--- src/design/bbt_pkg.sv ---
// Shared constants, field layout and axis codes of the bounding box transform.
package bbt_pkg;

  localparam int unsigned FRAC_BITS_DEF    = 29;
  localparam int unsigned SCALAR_WIDTH_DEF = 32;

  localparam int unsigned AXIS_W   = 2;
  localparam int unsigned COEF_W   = 32;
  localparam int unsigned FIELD_W  = 32;
  localparam int unsigned NUM_COLS = 3;

  // Input beat layout, lowest bit first.
  localparam int unsigned AXIS_LSB    = 0;
  localparam int unsigned COEF_LSB    = AXIS_LSB + AXIS_W;
  localparam int unsigned OFFSET_LSB  = COEF_LSB + NUM_COLS * COEF_W;
  localparam int unsigned BMIN_LSB    = OFFSET_LSB + FIELD_W;
  localparam int unsigned BMAX_LSB    = BMIN_LSB + NUM_COLS * FIELD_W;
  localparam int unsigned S_DATA_BITS = BMAX_LSB + NUM_COLS * FIELD_W;
  localparam int unsigned S_TDATA_W   = ((S_DATA_BITS + 7) / 8) * 8;

  // Output beat layout, lowest bit first.
  localparam int unsigned WMIN_LSB    = AXIS_W;
  localparam int unsigned WMAX_LSB    = WMIN_LSB + FIELD_W;
  localparam int unsigned M_DATA_BITS = WMAX_LSB + FIELD_W;
  localparam int unsigned M_TDATA_W   = ((M_DATA_BITS + 7) / 8) * 8;

  localparam int unsigned PIPE_DEPTH = 4;
  localparam int unsigned OCC_W      = $clog2(PIPE_DEPTH + 1);

  typedef enum logic [AXIS_W-1:0] {
    AXIS_X = 2'd0,
    AXIS_Y = 2'd1,
    AXIS_Z = 2'd2
  } axis_e;

endpackage

--- src/design/bbt_accum.sv ---
// Stages three and four: wrapping accumulation of the ordered column terms.
module bbt_accum import bbt_pkg::*; #(
  parameter int unsigned SW = SCALAR_WIDTH_DEF
) (
  input  logic                         clk_i,
  input  logic                         rst_ni,
  input  logic                         valid_i,
  output logic                         ready_o,
  input  logic [NUM_COLS-1:0][SW-1:0]  lo_i,
  input  logic [NUM_COLS-1:0][SW-1:0]  hi_i,
  input  logic [SW-1:0]                off_i,
  input  logic [AXIS_W-1:0]            axis_i,
  input  logic                         ovf_i,
  output logic                         valid_o,
  input  logic                         ready_i,
  output logic [AXIS_W-1:0]            axis_o,
  output logic [FIELD_W-1:0]           world_min_o,
  output logic [FIELD_W-1:0]           world_max_o,
  output logic                         ovf_o
);

  // Returns the wrapped sum with the wrap flag on top.
  function automatic logic [SW:0] add_wrap(input logic [SW-1:0] a, input logic [SW-1:0] b);
    logic [SW:0] s;
    s = {a[SW-1], a} + {b[SW-1], b};
    return {s[SW] ^ s[SW-1], s[SW-1:0]};
  endfunction

  logic              va_q, vb_q;
  logic              ready_b;
  logic              load_a, load_b;
  logic [SW:0]       lo_s0, lo_s1, hi_s0, hi_s1, lo_s2, hi_s2;
  logic [SW-1:0]     lo_a_q, hi_a_q, lo2_q, hi2_q;
  logic              ovf_a_d, ovf_a_q, ovf_b_d, ovf_b_q;
  logic [AXIS_W-1:0] axis_a_q, axis_b_q;
  logic [FIELD_W-1:0] wmin_q, wmax_q;

  assign ready_b = !vb_q || ready_i;
  assign ready_o = !va_q || ready_b;
  assign load_a  = valid_i && ready_o;
  assign load_b  = va_q && ready_b;

  assign lo_s0   = add_wrap(off_i, lo_i[0]);
  assign lo_s1   = add_wrap(lo_s0[SW-1:0], lo_i[1]);
  assign hi_s0   = add_wrap(off_i, hi_i[0]);
  assign hi_s1   = add_wrap(hi_s0[SW-1:0], hi_i[1]);
  assign ovf_a_d = ovf_i | lo_s0[SW] | lo_s1[SW] | hi_s0[SW] | hi_s1[SW];

  assign lo_s2   = add_wrap(lo_a_q, lo2_q);
  assign hi_s2   = add_wrap(hi_a_q, hi2_q);
  assign ovf_b_d = ovf_a_q | lo_s2[SW] | hi_s2[SW];

  always_ff @(posedge clk_i or negedge rst_ni) begin
    if (!rst_ni) begin
      va_q <= 1'b0;
      vb_q <= 1'b0;
    end else begin
      if (ready_o) begin
        va_q <= valid_i;
      end
      if (ready_b) begin
        vb_q <= va_q;
      end
    end
  end

  always_ff @(posedge clk_i) begin
    if (load_a) begin
      lo_a_q   <= lo_s1[SW-1:0];
      hi_a_q   <= hi_s1[SW-1:0];
      lo2_q    <= lo_i[2];
      hi2_q    <= hi_i[2];
      ovf_a_q  <= ovf_a_d;
      axis_a_q <= axis_i;
    end
    if (load_b) begin
      wmin_q   <= FIELD_W'($signed(lo_s2[SW-1:0]));
      wmax_q   <= FIELD_W'($signed(hi_s2[SW-1:0]));
      ovf_b_q  <= ovf_b_d;
      axis_b_q <= axis_a_q;
    end
  end

  assign valid_o     = vb_q;
  assign axis_o      = axis_b_q;
  assign world_min_o = wmin_q;
  assign world_max_o = wmax_q;
  assign ovf_o       = ovf_b_q;

endmodule
--- config.mk ---
export PLATFORM = sky130hd
export DESIGN_NAME = bbt_accum
export DESIGN_NICKNAME = d
export VERILOG_FILES = /design/src/design/bbt_pkg.sv /design/src/design/bbt_accum.sv
export SDC_FILE = /design/constraint.sdc
export NUM_CORES = 1
export LEC_CHECK = 0
export BUFFER_PORTS_ARGS = -buffer_cell sky130_fd_sc_hd__buf_2
export CAP_MARGIN = 20
export CORE_MARGIN = 2
export CORE_UTILIZATION = 41
export CTS_BUF_LIST = sky130_fd_sc_hd__clkbuf_16
export DETAILED_ROUTE_END_ITERATION = 6
export PLACE_DENSITY_LB_ADDON = 0.2
export SLEW_MARGIN = 20
export SYNTH_ARGS = -nofsm -noshare
export SYNTH_HDL_FRONTEND = slang
export SYNTH_SLANG_ARGS = --single-unit
--- constraint.sdc ---
create_clock -name clk_i -period 4.8 [get_ports clk_i]
set_input_delay 0.96 -clock clk_i [delete_from_list [all_inputs] [get_ports clk_i]]
set_output_delay 0.96 -clock clk_i [all_outputs]
set_load 0.02 [all_outputs]
Word-level counts from Yosys, hierarchy flattened
Index checks and enable logic that the tools add are counted.

cells by class
  bitwise logic cells = 12
  reductions and logical operators = 6
  $add $sub $neg = 6

operators with widths
  kind                                       number
  32-bit by 32-bit adder with 33-bit output  6
  1-bit OR                                   6
  1-bit XOR                                  6
  1-bit logical AND                          2
  1-bit zero test                            2
  1-bit logical OR                           2

storage, ports and cells
  output and inout bits = 69
  register bits after elaboration = 200
  word-level logic and storage cells = 36
  bits of input ports = 231

Longest topological paths before layout
  depth in word-level cells = 6
  gate-level depth with buffers = 23

Least setup slack after synthesis
Ideal clock, no wire load.

  path kind = input to register
  start point = in hi_i[0] (netlist name)
  end point = reg ovf_a_q (data pin)
  data required time = 4.533 ns
  arrival = 4.776 ns
  stages = 22
  setup time = 0.267 ns
  setup slack = -0.243 ns
  cells stage by stage = ha_1 > inv_1 > fa_1 > nor2b_1 > o31a_1 > o221a_2 > a311o_4 > a21o_1 > a21o_1 > a21oi_1 > o21bai_1 > xor2_1 > ha_1 > a21o_1 > a21oi_1 > nor2b_1 > a21oi_1 > o21ai_1 > a221oi_1 > o31ai_2 > a21oi_1 > o211ai_1

between the ends
  cells in the longest elaborated chain, start to end = 4

RTL lines
  element                                                                        RTL line                          text
  from (decl)                                                                    bbt_accum.sv:10                   input logic [NUM_COLS-1:0][SW-1:0] hi_i,
  32-bit by 32-bit adder with 33-bit output *                                    bbt_accum.sv:25                   s = {a[SW-1], a} + {b[SW-1], b};
  32-bit by 32-bit adder with 33-bit output / 1-bit XOR (equally long branches)  bbt_accum.sv:25, bbt_accum.sv:26
  1-bit XOR / 1-bit OR (equally long branches)                                   bbt_accum.sv:26, bbt_accum.sv:47
  1-bit OR *                                                                     bbt_accum.sv:47                   assign ovf_a_d = ovf_i | lo_s0[SW] | lo_s1[SW] | hi_s0[SW] | hi_s1[SW];
  via ovf_a_d                                                                    bbt_accum.sv:34                   logic ovf_a_d, ovf_a_q, ovf_b_d, ovf_b_q;
  to (signal assigned)                                                           bbt_accum.sv:73                   ovf_a_q <= ovf_a_d;
  to (decl)                                                                      bbt_accum.sv:34

Mark *: on every way through the listed nets, which the timed path passes. The rest lies on a longest branch.
A chain may end at the register's enable or synchronous reset.

Worst setup path after layout
  start point = in off_i[5]
  end point = reg ovf_a_q (data pin)

between the ends
  cells in the longest elaborated chain, start to end = 6

RTL lines
  element                                                                        RTL line                          text
  from (decl)                                                                    bbt_accum.sv:11                   input logic [SW-1:0] off_i,
  32-bit by 32-bit adder with 33-bit output                                      bbt_accum.sv:25
  32-bit by 32-bit adder with 33-bit output / 1-bit XOR (equally long branches)  bbt_accum.sv:25, bbt_accum.sv:26
  1-bit XOR / 1-bit OR (equally long branches)                                   bbt_accum.sv:26, bbt_accum.sv:47
  1-bit OR (2 in a row)                                                          bbt_accum.sv:47
  1-bit OR *                                                                     bbt_accum.sv:47
  via ovf_a_d                                                                    bbt_accum.sv:34

Marks and branches as above.

==> out/results.ini <==
[timing]
slew_headroom_pct = 32.5
setup-tns-final_ns = -0.0209
hold_viol_final = 0
timing.final.crit_share_pct = 100
maxSlewViolCount = 0
rsz0062_at_grt = yes
setup_ws_ns = -0.0209
finalWorstPathRequiredPeriod_ns = 4.82
fin_worst_skew_ns = 0.00892
max_freq_mhz = 207
whs_ns = 0.281
tightest_slew_ns = 1.01
setup_viol = 1

[clock_tree]
root_buffer = clkbuf_16
cts_hold_buf = 0
cts_buffers = 17
insertion_delay_ns = 0.45
path_clk_slew_ns = 0.07
cts.path.max_buffers = 2
htree_levels = 4
cts_tree = yes
cts_sinks = 200

[critical_path]
reg2reg_from = lo_a_q[1]
cp.depth = 21
cp.required_ns = 4.99
startpoint_type = input port
cp_cell_sequence = buf_6 > ha_4 > a2111o_1 > o22a_1 > and2_4 > o21ai_2 > nand2b_1 > a21o_1 > a21oi_2 > xnor2_2 > ha_1 > a21o_1 > a21o_1 > a221o_1 > a21oi_2 > nand4_1 > a31oi_1 > o21bai_1 > xnor2_1 > nor3_2 > o211ai_1
crit_path_end = ovf_a_q
critPathKind = input port to flop
crit_start = off_i[5]
cpPeakStageDelay_ns = 0.43
reg2reg_to = ovf_o
crit_buf_inv = 1
crit_path_max_fanout = 3
cp_data_arrival_time_ns = 5.01
r2r_slack_ns = 1.08
reg2reg_depth = 11
worst_path_max_delay_cell = a2111o_1
crit_family = compound AO/OA/AOI/OAI gates
worst_path_most_repeated_cell = a21o_1
end_kind = flop

[global_route]
grt_start_max_net_pins = 74
grt-ovfl-total = 0
grt_usage_pct = 21.4
grt_pass1_vias = 12900
antenna_found_initial = 12
grt_pass1_wl_um = 64600

[placed_design]
placed_area_mm2 = 0.0189
gp_congestion = 0.920
portBuffers = 299
dp_hpwl_um = 33300

[floorplan]
ios = 300
placementRows = 70
coreArea_mm2 = 0.0364
die_h_um = 196
initial_core_util_pct = 41.5
die_area_mm2 = 0.0384
die_w_um = 196

[detailed_routing]
drt_iter0_drc = 547
viasPerCell = 5.18
wl_per_cell_um = 16.7
antenna_left = 0
dr.pass1.iters = 5
dr_total_vias = 12800
routed_wl_um = 41400
drc = 0

[logic_synthesis]
synth_warnings = 0
ys_types = 65
ys_ff_latch = 200
synth_edf_count = 198
synthArstFlopShare_pct = 1.00
synth_area_per_cell_um2 = 10.5
ys_seq_area_share_pct = 39.7
synth_ff_type = edfxtp_1
syn_area_mm2 = 0.0151
syn_inst = 1443
syn_nets = 1872

[run_status]
violations = negative setup slack
status = complete, but fails checks

[power_and_ir_drop]
power_density_mw_per_mm2 = 402
p_leak_nw = 9.15
power_w = 0.00797
irDropWorstVdd_mv = 0.337

[flow_run]
maxCapViolCount = 0

[finish]
mostFrequentLayoutCells = buf_2, buf_4, edfxtp_1
syn_to_final_growth_pct = 31.3
fill_cells = 3294
final_common_cell = buf_2
fin_area_mm2 = 0.0198
multi_input_comb_area_mm2 = 0.00918
ff_latch_area_mm2 = 0.00600
final_layout_size_suffix_gt1_share_pct = 32.1
nets = 2418
final_util_pct = 54.4

[hold_path]
min_path_type = input port to async pin

==> metrics by stage <==
| stage | instances | setup WS, ns |
|---|---|---|
| 2_1_floorplan | 1443 | -0.126 |
| 3_3_place_gp | 2426 | -0.669 |
| 3_5_place_dp | 2426 | -0.711 |
| 4_1_cts | 2462 | 0.00166 |
| 5_1_grt | 2474 | -0.163 |
| 6_report | 2480 | -0.0209 |
==> worst register-to-register path: cells and delay by family (launching register included) <==
kind / cells / cell delay (ns)
AOI/OAI and AO/OA: 8 / 2.14
DFF: 1 / 0.40
and+or+nand+nor: 1 / 0.37
adders and majority gates: 1 / 0.30
xor gates and xnor gates: 1 / 0.24
==> where the power goes <==
part	leakage (nW)	switching (W)	internal, W	total (W)
Clock	0.265	0.000651	0.000674	0.00132
Sequential	1.92	0.000115	0.00249	0.00260
Combinational	6.96	0.00214	0.00190	0.00404
Total	9.15	0.00291	0.00506	0.00797
==> what timing repair did <==
| item | in CTS | in global routing |
|---|---|---|
| pin swaps | 24 | 56 |
| gates resized for setup | 17 | 42 |
| setup endpoints to repair | 4 | 16 |
| buffers inserted | 4 | 8 |
==> flip-flops by register name (all words and copies together), names as in the netlist <==
name and count:
axis_a_q 2, axis_o 2, hi2_q 32, hi_a_q 32, lo2_q 32, lo_a_q 32
ovf_a_q 1, ovf_o 1, va_q 1, valid_o 1, world_max_o 32, world_min_o 32
==> area by class of cell <==
type                    count  area share [%]
diodes                     10           0.126
clock buffers              17            2.14
inverters                  50           0.946
repair buffers            536            16.7
flip-flops and latches    200            30.2
multi-input cells        1184            46.3
clock inverters            15           0.618
well taps                 468            2.95
==> worst min-delay path by stage <==
stage                            to        start  slack [ns]  depth (start not counted)
after global placement    axis_o[0]  axis_a_q[0]        0.40                          0
after global routing        valid_o       rst_ni        0.26                          1
after CTS                   valid_o       rst_ni        0.25                          1
final                       valid_o       rst_ni        0.28                          1
after floorplan           axis_o[0]  axis_a_q[0]        0.40                          0
after detailed placement  axis_o[1]  axis_a_q[1]        0.41                          0
==> logic make-up after synthesis <==
kind of cell	Yosys count	share of synthesized area, %
XOR/XNOR	168	9.74
adder cells (fa/ha/maj)	198	16.7
flip-flops	200	39.7
buffers and inverters	59	1.47
AO/OA/AOI/OAI	517	22.9
AND/OR/NAND/NOR	301	9.52
==> metal layers <==
metal,global-route usage [%],part of all wire [%]
met4,8.61,3.2
met3,3.51,3.4
met1,25.5,43
met2,38.6,50
met5,0,0.094
==> synthesized netlist by cell type, drive strengths merged, types with 23 or more instances <==
cell type | number | share of area (%)
nor2 | 87 | 2.2
edfxtp | 198 | 39
nand3 | 24 | 0.79
a21oi | 145 | 4.8
xnor2 | 111 | 6.4
nand2b | 26 | 1.1
o21bai | 23 | 1.1
a21o | 108 | 5.4
inv | 50 | 1.2
nand2 | 79 | 2.0
o21a | 34 | 1.7
ha | 192 | 16
a31oi | 24 | 1.0
xor2 | 57 | 3.3
o21ai | 75 | 2.5
No activity file was read; power rests on OpenSTA's default activity.
