## src/design/bbt_pkg.sv

```systemverilog
// Shared constants, field layout and axis codes of the bounding box transform.
package bbt_pkg;

  localparam int unsigned FRAC_BITS_DEF    = 29;
  localparam int unsigned SCALAR_WIDTH_DEF = 32;

  localparam int unsigned AXIS_W   = 2;
  localparam int unsigned COEF_W   = 32;
  localparam int unsigned FIELD_W  = 32;
  localparam int unsigned NUM_COLS = 3;

  // Input beat layout, lowest bit first.
  localparam int unsigned AXIS_LSB    = 0;
  localparam int unsigned COEF_LSB    = AXIS_LSB + AXIS_W;
  localparam int unsigned OFFSET_LSB  = COEF_LSB + NUM_COLS * COEF_W;
  localparam int unsigned BMIN_LSB    = OFFSET_LSB + FIELD_W;
  localparam int unsigned BMAX_LSB    = BMIN_LSB + NUM_COLS * FIELD_W;
  localparam int unsigned S_DATA_BITS = BMAX_LSB + NUM_COLS * FIELD_W;
  localparam int unsigned S_TDATA_W   = ((S_DATA_BITS + 7) / 8) * 8;

  // Output beat layout, lowest bit first.
  localparam int unsigned WMIN_LSB    = AXIS_W;
  localparam int unsigned WMAX_LSB    = WMIN_LSB + FIELD_W;
  localparam int unsigned M_DATA_BITS = WMAX_LSB + FIELD_W;
  localparam int unsigned M_TDATA_W   = ((M_DATA_BITS + 7) / 8) * 8;

  localparam int unsigned PIPE_DEPTH = 4;
  localparam int unsigned OCC_W      = $clog2(PIPE_DEPTH + 1);

  typedef enum logic [AXIS_W-1:0] {
    AXIS_X = 2'd0,
    AXIS_Y = 2'd1,
    AXIS_Z = 2'd2
  } axis_e;

endpackage

```

## src/design/bbt_order.sv

```systemverilog
// Stage two: fixed-point scaling, wrap check and min/max ordering per column.
module bbt_order import bbt_pkg::*; #(
  parameter int unsigned FRAC_BITS = FRAC_BITS_DEF,
  parameter int unsigned SW        = SCALAR_WIDTH_DEF,
  localparam int unsigned PW = COEF_W + SW,
  localparam int unsigned QW = PW - FRAC_BITS
) (
  input  logic                         clk_i,
  input  logic                         rst_ni,
  input  logic                         valid_i,
  output logic                         ready_o,
  input  logic [NUM_COLS-1:0][PW-1:0]  prod_min_i,
  input  logic [NUM_COLS-1:0][PW-1:0]  prod_max_i,
  input  logic [SW-1:0]                off_i,
  input  logic [SW-1:0]                cmin_i,
  input  logic [SW-1:0]                cmax_i,
  input  logic [AXIS_W-1:0]            axis_i,
  input  logic                         rot_i,
  output logic                         valid_o,
  input  logic                         ready_i,
  output logic [NUM_COLS-1:0][SW-1:0]  lo_o,
  output logic [NUM_COLS-1:0][SW-1:0]  hi_o,
  output logic [SW-1:0]                off_o,
  output logic [AXIS_W-1:0]            axis_o,
  output logic                         ovf_o
);

  logic                        valid_q;
  logic                        load;
  logic [NUM_COLS-1:0][SW-1:0] lo_d, hi_d, lo_q, hi_q;
  logic                        ovf_d, ovf_q;
  logic [SW-1:0]               off_q;
  logic [AXIS_W-1:0]           axis_q;

  assign ready_o = !valid_q || ready_i;
  assign load    = valid_i && ready_o;

  // The arithmetic shift of the exact product floors toward minus infinity.
  always_comb begin
    logic [QW-1:0] qa, qb;
    logic [SW-1:0] wa, wb;
    lo_d  = '0;
    hi_d  = '0;
    ovf_d = 1'b0;
    for (int j = 0; j < NUM_COLS; j++) begin
      qa = prod_min_i[j][PW-1:FRAC_BITS];
      qb = prod_max_i[j][PW-1:FRAC_BITS];
      wa = qa[SW-1:0];
      wb = qb[SW-1:0];
      if (qa[QW-1:SW-1] != {(QW-SW+1){qa[SW-1]}}) ovf_d = 1'b1;
      if (qb[QW-1:SW-1] != {(QW-SW+1){qb[SW-1]}}) ovf_d = 1'b1;
      if ($signed(wa) < $signed(wb)) begin
        lo_d[j] = wa;
        hi_d[j] = wb;
      end else begin
        lo_d[j] = wb;
        hi_d[j] = wa;
      end
    end
    if (!rot_i) begin
      lo_d    = '0;
      hi_d    = '0;
      lo_d[0] = cmin_i;
      hi_d[0] = cmax_i;
      ovf_d   = 1'b0;
    end
  end

  always_ff @(posedge clk_i or negedge rst_ni) begin
    if (!rst_ni) begin
      valid_q <= 1'b0;
    end else if (ready_o) begin
      valid_q <= valid_i;
    end
  end

  always_ff @(posedge clk_i) begin
    if (load) begin
      lo_q   <= lo_d;
      hi_q   <= hi_d;
      ovf_q  <= ovf_d;
      off_q  <= off_i;
      axis_q <= axis_i;
    end
  end

  assign valid_o = valid_q;
  assign lo_o    = lo_q;
  assign hi_o    = hi_q;
  assign ovf_o   = ovf_q;
  assign off_o   = off_q;
  assign axis_o  = axis_q;

endmodule

```

## config.mk

```make
export PLATFORM = sky130hd
export DESIGN_NAME = bbt_order
export DESIGN_NICKNAME = d
export VERILOG_FILES = /design/src/design/bbt_pkg.sv /design/src/design/bbt_order.sv
export SDC_FILE = /design/constraint.sdc
export NUM_CORES = 1
export LEC_CHECK = 0
export ABC_CLOCK_PERIOD_IN_PS = 7300
export BUFFER_PORTS_ARGS = -buffer_cell sky130_fd_sc_hd__buf_2
export CORE_AREA = 8 8 269 271
export CTS_BUF_LIST = sky130_fd_sc_hd__clkbuf_4
export CTS_CLUSTER_DIAMETER = 50
export DETAILED_ROUTE_END_ITERATION = 8
export DIE_AREA = 0 0 277 279
export PLACE_DENSITY_LB_ADDON = 0.12
export RECOVER_POWER = 100
export SYNTH_ARGS = -nofsm -noshare
export SYNTH_HDL_FRONTEND = slang
export SYNTH_SLANG_ARGS = --single-unit
```

## constraint.sdc

```tcl
create_clock -name clk_i -period 7.3 [get_ports clk_i]
set_input_delay 0 -clock clk_i [delete_from_list [all_inputs] [get_ports clk_i]]
set_output_delay 0 -clock clk_i [all_outputs]
set_load 0.005 [all_outputs]
```

After elaboration in Yosys (flattened, before gate mapping)
Index checks and enable logic that the tools add are counted.

Muxes and demuxes: 14. Order comparisons: 3. Equal/unequal tests: 6. Reductions and logical operators: 3.

Operators by type and width (number): 32-bit two-way mux (8); 32-bit less-than comparator (3); 3-bit inequality test (6); 1-bit two-way mux (6); 1-bit logical AND (1); 1-bit logical NOT (1); 1-bit logical OR (1).

Output and inout port bits: 229. Register bits: 228. Bits of input ports: 487.

Logic depth before layout (Yosys ltp)
Word-level depth: 7. Mapped depth: 11. Gate-level depth less buffers: 9.

Least setup slack after synthesis
Ideal clock, no wire load.

Path type: flip-flop to flip-flop. From: reg valid_q, in the netlist valid_o. To: reg axis_q[0], in the netlist axis_o[0], enable pin. Required time: 6.683 ns. Period minus slack after synthesis: 6.309 ns. Slack: 0.991 ns. Stages on the path, launching flop included: 3. Path buffers: 0. Data arrival time: 5.692 ns. Cells stage by stage: dfrtp_1 > nand2b_1 > and2_1.

Longest elaborated chain between the ends: 3.

Ends and longest elaborated chain: start: declaration (RTL line bbt_order.sv:28) `logic valid_q;`; start signal: assignment (RTL line bbt_order.sv:73) `valid_q <= valid_i;`; 1-bit logical NOT (RTL line bbt_order.sv:35) `assign ready_o = !valid_q || ready_i;`; 1-bit logical OR (RTL line bbt_order.sv:35); via ready_o (RTL line bbt_order.sv:11) `output logic ready_o,`; 1-bit logical AND (RTL line bbt_order.sv:36) `assign load = valid_i && ready_o;`; via load (RTL line bbt_order.sv:29) `logic load;`; end signal: assignment (RTL line bbt_order.sv:83) `axis_q <= axis_i;`; end: declaration (RTL line bbt_order.sv:33) `logic [AXIS_W-1:0] axis_q;`.

The timed path passes the listed nets, and every way through them passes these cells. A chain may end at the register's enable or synchronous reset.

Worst setup path after layout
From: in prod_max_i[170] (netlist bit). To: reg hi_q, in the netlist hi_o[84] (data pin).

Longest elaborated chain between the ends: 2.

Ends and longest elaborated chain: start: declaration (RTL line bbt_order.sv:13) `input logic [NUM_COLS-1:0][PW-1:0] prod_max_i,`; 32-bit less-than comparator (RTL line bbt_order.sv:52) `if ($signed(wa) < $signed(wb)) begin`; 32-bit two-way mux (RTL line bbt_order.sv:52); end signal: assignment (RTL line bbt_order.sv:80) `hi_q <= hi_d;`; end: declaration (RTL line bbt_order.sv:30) `logic [NUM_COLS-1:0][SW-1:0] lo_d, hi_d, lo_q, hi_q;`.

Every way passes these cells.

==> impl_results.html <==
<table>
<tr><th>Metric</th><th>Value</th></tr>
<tr><th colspan="2">Timing</th></tr>
<tr><td>Fraction of the cycle the final worst path needs</td><td>slightly below 80%</td></tr>
<tr><td>Minimum clock period</td><td>about 5800 ps</td></tr>
<tr><td>Worst relative slew slack</td><td>-109.1%</td></tr>
<tr><td>Endpoints failing hold</td><td>0</td></tr>
<tr><td>Final count of negative-setup-slack endpoints</td><td>0</td></tr>
<tr><td>Fin Clk Skew</td><td>about 24 ps</td></tr>
<tr><td>Sum Neg Setup Slack</td><td>0 ps</td></tr>
<tr><td>Pins Over Slew Limit</td><td>345</td></tr>
<tr><td>Fmax achieved</td><td>roughly 0.17 GHz</td></tr>
<tr><td>Setup repair after global routing missed its margin</td><td>no</td></tr>
<tr><td>Final WS setup</td><td>between 1500 and 2000 ps</td></tr>
<tr><td>Measured slew at the worst slew-check pin</td><td>3134 ps</td></tr>
<tr><th colspan="2">CTS</th></tr>
<tr><td>CTS HTree Levels</td><td>3</td></tr>
<tr><td>Number of clock sinks seen by CTS</td><td>228</td></tr>
<tr><td>Root Buffer</td><td>sky130_fd_sc_hd__clkbuf_4</td></tr>
<tr><td>CTS Buf Count</td><td>75</td></tr>
<tr><td>Clock Pin Slew Worst Setup and Hold Paths</td><td>roughly 50 ps</td></tr>
<tr><td>TritonCTS clock tree</td><td>done</td></tr>
<tr><td>Clock buffer depth</td><td>3</td></tr>
<tr><td>Insertion delay of the later-clocked pin in the worst-skew pair</td><td>770 ps</td></tr>
<tr><td>Number of gates resized after CTS</td><td>0</td></tr>
<tr><th colspan="2">Die</th></tr>
<tr><td>Die Y</td><td>~280 um</td></tr>
<tr><td>Placeable core region</td><td>around 68000 um^2</td></tr>
<tr><td>Initial core utilization</td><td>20.82%</td></tr>
<tr><td>Die boundary width</td><td>around 280 um</td></tr>
<tr><td>I/O pin count</td><td>slightly above 700</td></tr>
<tr><td>Site row count</td><td>96</td></tr>
<tr><td>Die area</td><td>just under 80000 um^2</td></tr>
<tr><th colspan="2">Critical path</th></tr>
<tr><td>Beginning of the worst register-to-register path</td><td>valid_o</td></tr>
<tr><td>Crit path from</td><td>prod_max_i[170]</td></tr>
<tr><td>CP required</td><td>roughly 8000 ps</td></tr>
<tr><td>Biggest fanout along the worst timing path</td><td>roughly 50</td></tr>
<tr><td>Signal arrival time at the worst endpoint</td><td>approximately 6300 ps</td></tr>
<tr><td>Critical path class</td><td>primary input to flop</td></tr>
<tr><td>Critical Path End Type</td><td>flop</td></tr>
<tr><td>Startpoint kind of the worst setup timing path</td><td>primary input</td></tr>
<tr><th colspan="2">GRT</th></tr>
<tr><td>Number of global-route vias before repair</td><td>about 16000</td></tr>
<tr><td>All-layer global routing usage</td><td>roughly 16%</td></tr>
<tr><td>Pin count of the biggest net entering global routing</td><td>between 90 and 100</td></tr>
<tr><td>Global-route wire length before repair</td><td>97.65 mm</td></tr>
<tr><td>Global route overflow</td><td>0</td></tr>
<tr><td>Antenna violations before repair</td><td>8</td></tr>
<tr><th colspan="2">Synthesis</th></tr>
<tr><td>Syn. warnings</td><td>0</td></tr>
<tr><td>Synth async-reset ratio</td><td>0.4386%</td></tr>
<tr><td>Net count after synthesis</td><td>around 1900</td></tr>
<tr><td>Number of library cell types mapped by synthesis</td><td>slightly below 60</td></tr>
<tr><td>Biggest area consumer among synthesized cells</td><td>sky130_fd_sc_hd__edfxtp_1</td></tr>
<tr><td>Top cells by instance count after synthesis</td><td>sky130_fd_sc_hd__edfxtp_1, sky130_fd_sc_hd__nand2_1, sky130_fd_sc_hd__mux2i_1</td></tr>
<tr><td>Leading post-synthesis cells by cell area</td><td>sky130_fd_sc_hd__edfxtp_1, sky130_fd_sc_hd__ha_1, sky130_fd_sc_hd__mux2i_1, sky130_fd_sc_hd__nand2_1, sky130_fd_sc_hd__o311ai_0</td></tr>
<tr><td>Post-synth EDFFs</td><td>227</td></tr>
<tr><td>Count of state elements after synthesis</td><td>between 200 and 250</td></tr>
<tr><td>Share of the synthesized area in the top cell type</td><td>between 40 and 50%</td></tr>
<tr><td>Combined area of all synthesized cells</td><td>roughly 14000 um^2</td></tr>
<tr><td>Leading cell type by number of instances after synthesis</td><td>sky130_fd_sc_hd__edfxtp_1</td></tr>
<tr><td>Syn Area/Cell</td><td>10.39 um^2</td></tr>
<tr><td>Sequential-to-total area share from yosys stat</td><td>approximately half</td></tr>
<tr><td>Cell count after synthesis</td><td>between 1000 and 1500</td></tr>
<tr><td>Flip-flop cell with the highest count after synthesis</td><td>sky130_fd_sc_hd__edfxtp_1</td></tr>
<tr><th colspan="2">Power and ir drop</th></tr>
<tr><td>Comb power frac</td><td>a little over a quarter</td></tr>
<tr><td>Static leakage</td><td>9.796 nW</td></tr>
<tr><td>Switching power</td><td>roughly 0.0013 W</td></tr>
<tr><td>Cell Int Power</td><td>a little under 0.003 W</td></tr>
<tr><td>Share of total power in the clock network</td><td>between 30% and 40%</td></tr>
<tr><td>Switching portion of total power</td><td>about 30%</td></tr>
<tr><td>Seq pwr share</td><td>38.4%</td></tr>
<tr><td>Worst-case vdd ir drop</td><td>between 80 and 90 uV</td></tr>
<tr><td>Power density over cell area</td><td>approximately 180 nW/um^2</td></tr>
<tr><th colspan="2">Min path</th></tr>
<tr><td>Min-delay src</td><td>prod_min_i[44]</td></tr>
<tr><td>Worst hold path class</td><td>primary input to flop</td></tr>
<tr><th colspan="2">Final layout</th></tr>
<tr><td>Number of standard cells in the layout, taps in and fillers out</td><td>about 3300</td></tr>
<tr><td>Share of layout cells above drive strength 1</td><td>about a fifth</td></tr>
<tr><td>Synth-to-layout area growth</td><td>64.56%</td></tr>
<tr><td>Post-layout net count</td><td>approximately 3000</td></tr>
<tr><td>Sequential cell area in the final layout</td><td>about 6800 um^2</td></tr>
<tr><td>Count of filler cells inserted in the layout</td><td>approximately 7200</td></tr>
<tr><td>Multi-input gate area</td><td>6545 um^2</td></tr>
<tr><th colspan="2">Routing</th></tr>
<tr><td>DRC viols</td><td>0</td></tr>
<tr><td>Routed WL</td><td>between 60 and 70 mm</td></tr>
<tr><td>Vias after detailed routing</td><td>roughly 15000</td></tr>
<tr><td>Via density per instance</td><td>roughly 4.6</td></tr>
<tr><td>Remaining antenna violation count</td><td>0</td></tr>
<tr><td>Count of routing violations after the opening detailed-route iteration</td><td>between 800 and 900</td></tr>
<tr><td>Routed wire per std cell</td><td>a little under 20 um</td></tr>
<tr><td>DR pass1 iterations</td><td>5</td></tr>
<tr><th colspan="2">Placement</th></tr>
<tr><td>Placed insts</td><td>about 2700</td></tr>
<tr><td>Post-DP HPWL</td><td>45.35 mm</td></tr>
<tr><td>Routability Congestion</td><td>just under 0.8</td></tr>
<tr><td>Buffers added on ports</td><td>541</td></tr>
<tr><td>Pre-CTS setup slack</td><td>2808 ps</td></tr>
<tr><th colspan="2">Outcome</th></tr>
<tr><td>Outcome</td><td>finished with violations</td></tr>
<tr><td>Violations in the final reports</td><td>capacitance limit, slew limit</td></tr>
<tr><th colspan="2">Flow run</th></tr>
<tr><td>MaxCap Viol Count</td><td>6</td></tr>
</table>
[worst paths after layout]
kind                            cells past startpoint        to  slack [ps]
worst max-delay path                               13  hi_o[84]        1510
worst min-delay path                                4  hi_o[15]         150
worst max register to register                      3  hi_o[42]        2390
worst min register to register                      3   valid_o        1110
max in group asynchronous                           4   valid_o        6580
min in group asynchronous                           4   valid_o         610
[per-layer routing]
layer / global-route usage (%) / up-vias / share of wire (%)
li1: - / 7345 / -
met1: 18.68 / 7380 / 41
met2: 27.63 / 594 / 48
met3: 5.076 / 121 / 7.7
met4: 6.612 / 2 / 2.8
met5: 0 / - / 0.018
[state kept, by name, indices dropped and copies added, names as in the netlist]
signal / flops
valid_o: 1
axis_o: 2
ovf_o: 1
off_o: 32
hi_o: 96
lo_o: 96
[through the flow]
step	power [W]	hold slack (ps)	util (%)	instance area, um^2
floorplan	0.002130	-295.6	-	14160
global placement	0.002525	-224.1	26.06	17720
detailed placement	0.002531	-224.4	26.06	17720
CTS	0.004328	1.697	34.69	23580
global route	0.004484	79.85	34.26	23290
finish	0.004217	149.9	34.27	23300
[cells by family (layout without fill, tap and decap cells)]
group	after synthesis	count (layout)	synth area share, %
flops	228	228	48.33
fa+ha+maj	93	93	8.219
other cells	0	9	0
mux	117	117	8.299
simple gates	329	329	10.24
compound gates	396	396	19.09
buf+inv	200	1273	5.824
[worst max-delay path, stage by stage]
cell and delay [ps]:
sky130_fd_sc_hd__dlygate4sd3_1 530, sky130_fd_sc_hd__clkbuf_1 200, sky130_fd_sc_hd__inv_1 70, sky130_fd_sc_hd__ha_1 290
sky130_fd_sc_hd__nand4_1 140, sky130_fd_sc_hd__a2111oi_0 470, sky130_fd_sc_hd__o21ai_0 310, sky130_fd_sc_hd__a2111oi_0 550
sky130_fd_sc_hd__clkbuf_1 2070, sky130_fd_sc_hd__o31ai_1 190, sky130_fd_sc_hd__clkbuf_1 590, sky130_fd_sc_hd__mux2i_1 250
sky130_fd_sc_hd__dlygate4sd3_1 630
[final cells by class]
type                    instances  area share [%]
flip-flops and latches        228           29.37
clock buffers                 108           3.480
multi-input cells             935           28.09
clock inverters                26          0.8647
diodes                          9         0.09667
inverters                      97           1.563
repair buffers               1042           31.80
well taps                     882           4.737
[power groups by stage]
stage / sequential, W / clock (W) / combinational (W)
floorplan: 0.00166 / 0 / 0.000467
global placement: 0.00164 / 0 / 0.000884
detailed placement: 0.00164 / 0 / 0.000891
CTS: 0.00161 / 0.00153 / 0.00118
global route: 0.00163 / 0.00159 / 0.00126
finish: 0.00162 / 0.00145 / 0.00115
[cells in the final DEF (no fill, tap or decap), types with 3 or more instances in the layout]
cell,synthesis,routed
sky130_fd_sc_hd__a31oi_1,39,38
sky130_fd_sc_hd__diode_2,0,9
sky130_fd_sc_hd__or4_1,7,7
sky130_fd_sc_hd__o311ai_0,78,78
sky130_fd_sc_hd__clkinv_1,0,14
sky130_fd_sc_hd__clkinv_2,0,5
sky130_fd_sc_hd__a2111oi_0,2,3
sky130_fd_sc_hd__nor3_1,5,5
sky130_fd_sc_hd__a211oi_1,4,4
sky130_fd_sc_hd__bufinv_16,0,3
sky130_fd_sc_hd__and2_1,4,3
sky130_fd_sc_hd__a22oi_1,4,3
sky130_fd_sc_hd__clkbuf_2,0,3
sky130_fd_sc_hd__nand2_1,215,214
sky130_fd_sc_hd__buf_4,0,10
sky130_fd_sc_hd__dlygate4sd3_1,0,485
sky130_fd_sc_hd__nand3_1,34,34
sky130_fd_sc_hd__mux2i_1,114,114
sky130_fd_sc_hd__clkbuf_4,0,108
sky130_fd_sc_hd__o21ai_0,49,50
sky130_fd_sc_hd__nand2b_1,12,12
sky130_fd_sc_hd__o22ai_1,51,51
sky130_fd_sc_hd__inv_1,96,96
sky130_fd_sc_hd__ha_1,93,93
sky130_fd_sc_hd__clkbuf_1,83,212
sky130_fd_sc_hd__a21oi_1,79,79
sky130_fd_sc_hd__edfxtp_1,227,227
sky130_fd_sc_hd__o211ai_1,51,51
sky130_fd_sc_hd__a21o_1,9,9
sky130_fd_sc_hd__buf_2,14,329
sky130_fd_sc_hd__a22o_1,13,13
sky130_fd_sc_hd__nor2_1,19,17
sky130_fd_sc_hd__nand4_1,18,18
[repair_timing]
action,CTS,global route
endpoints found under the setup margin,0,0
endpoints found under the hold margin,268,0
setup buffers,0,0
hold buffers,485,0
(Power assumes the default switching activity.)
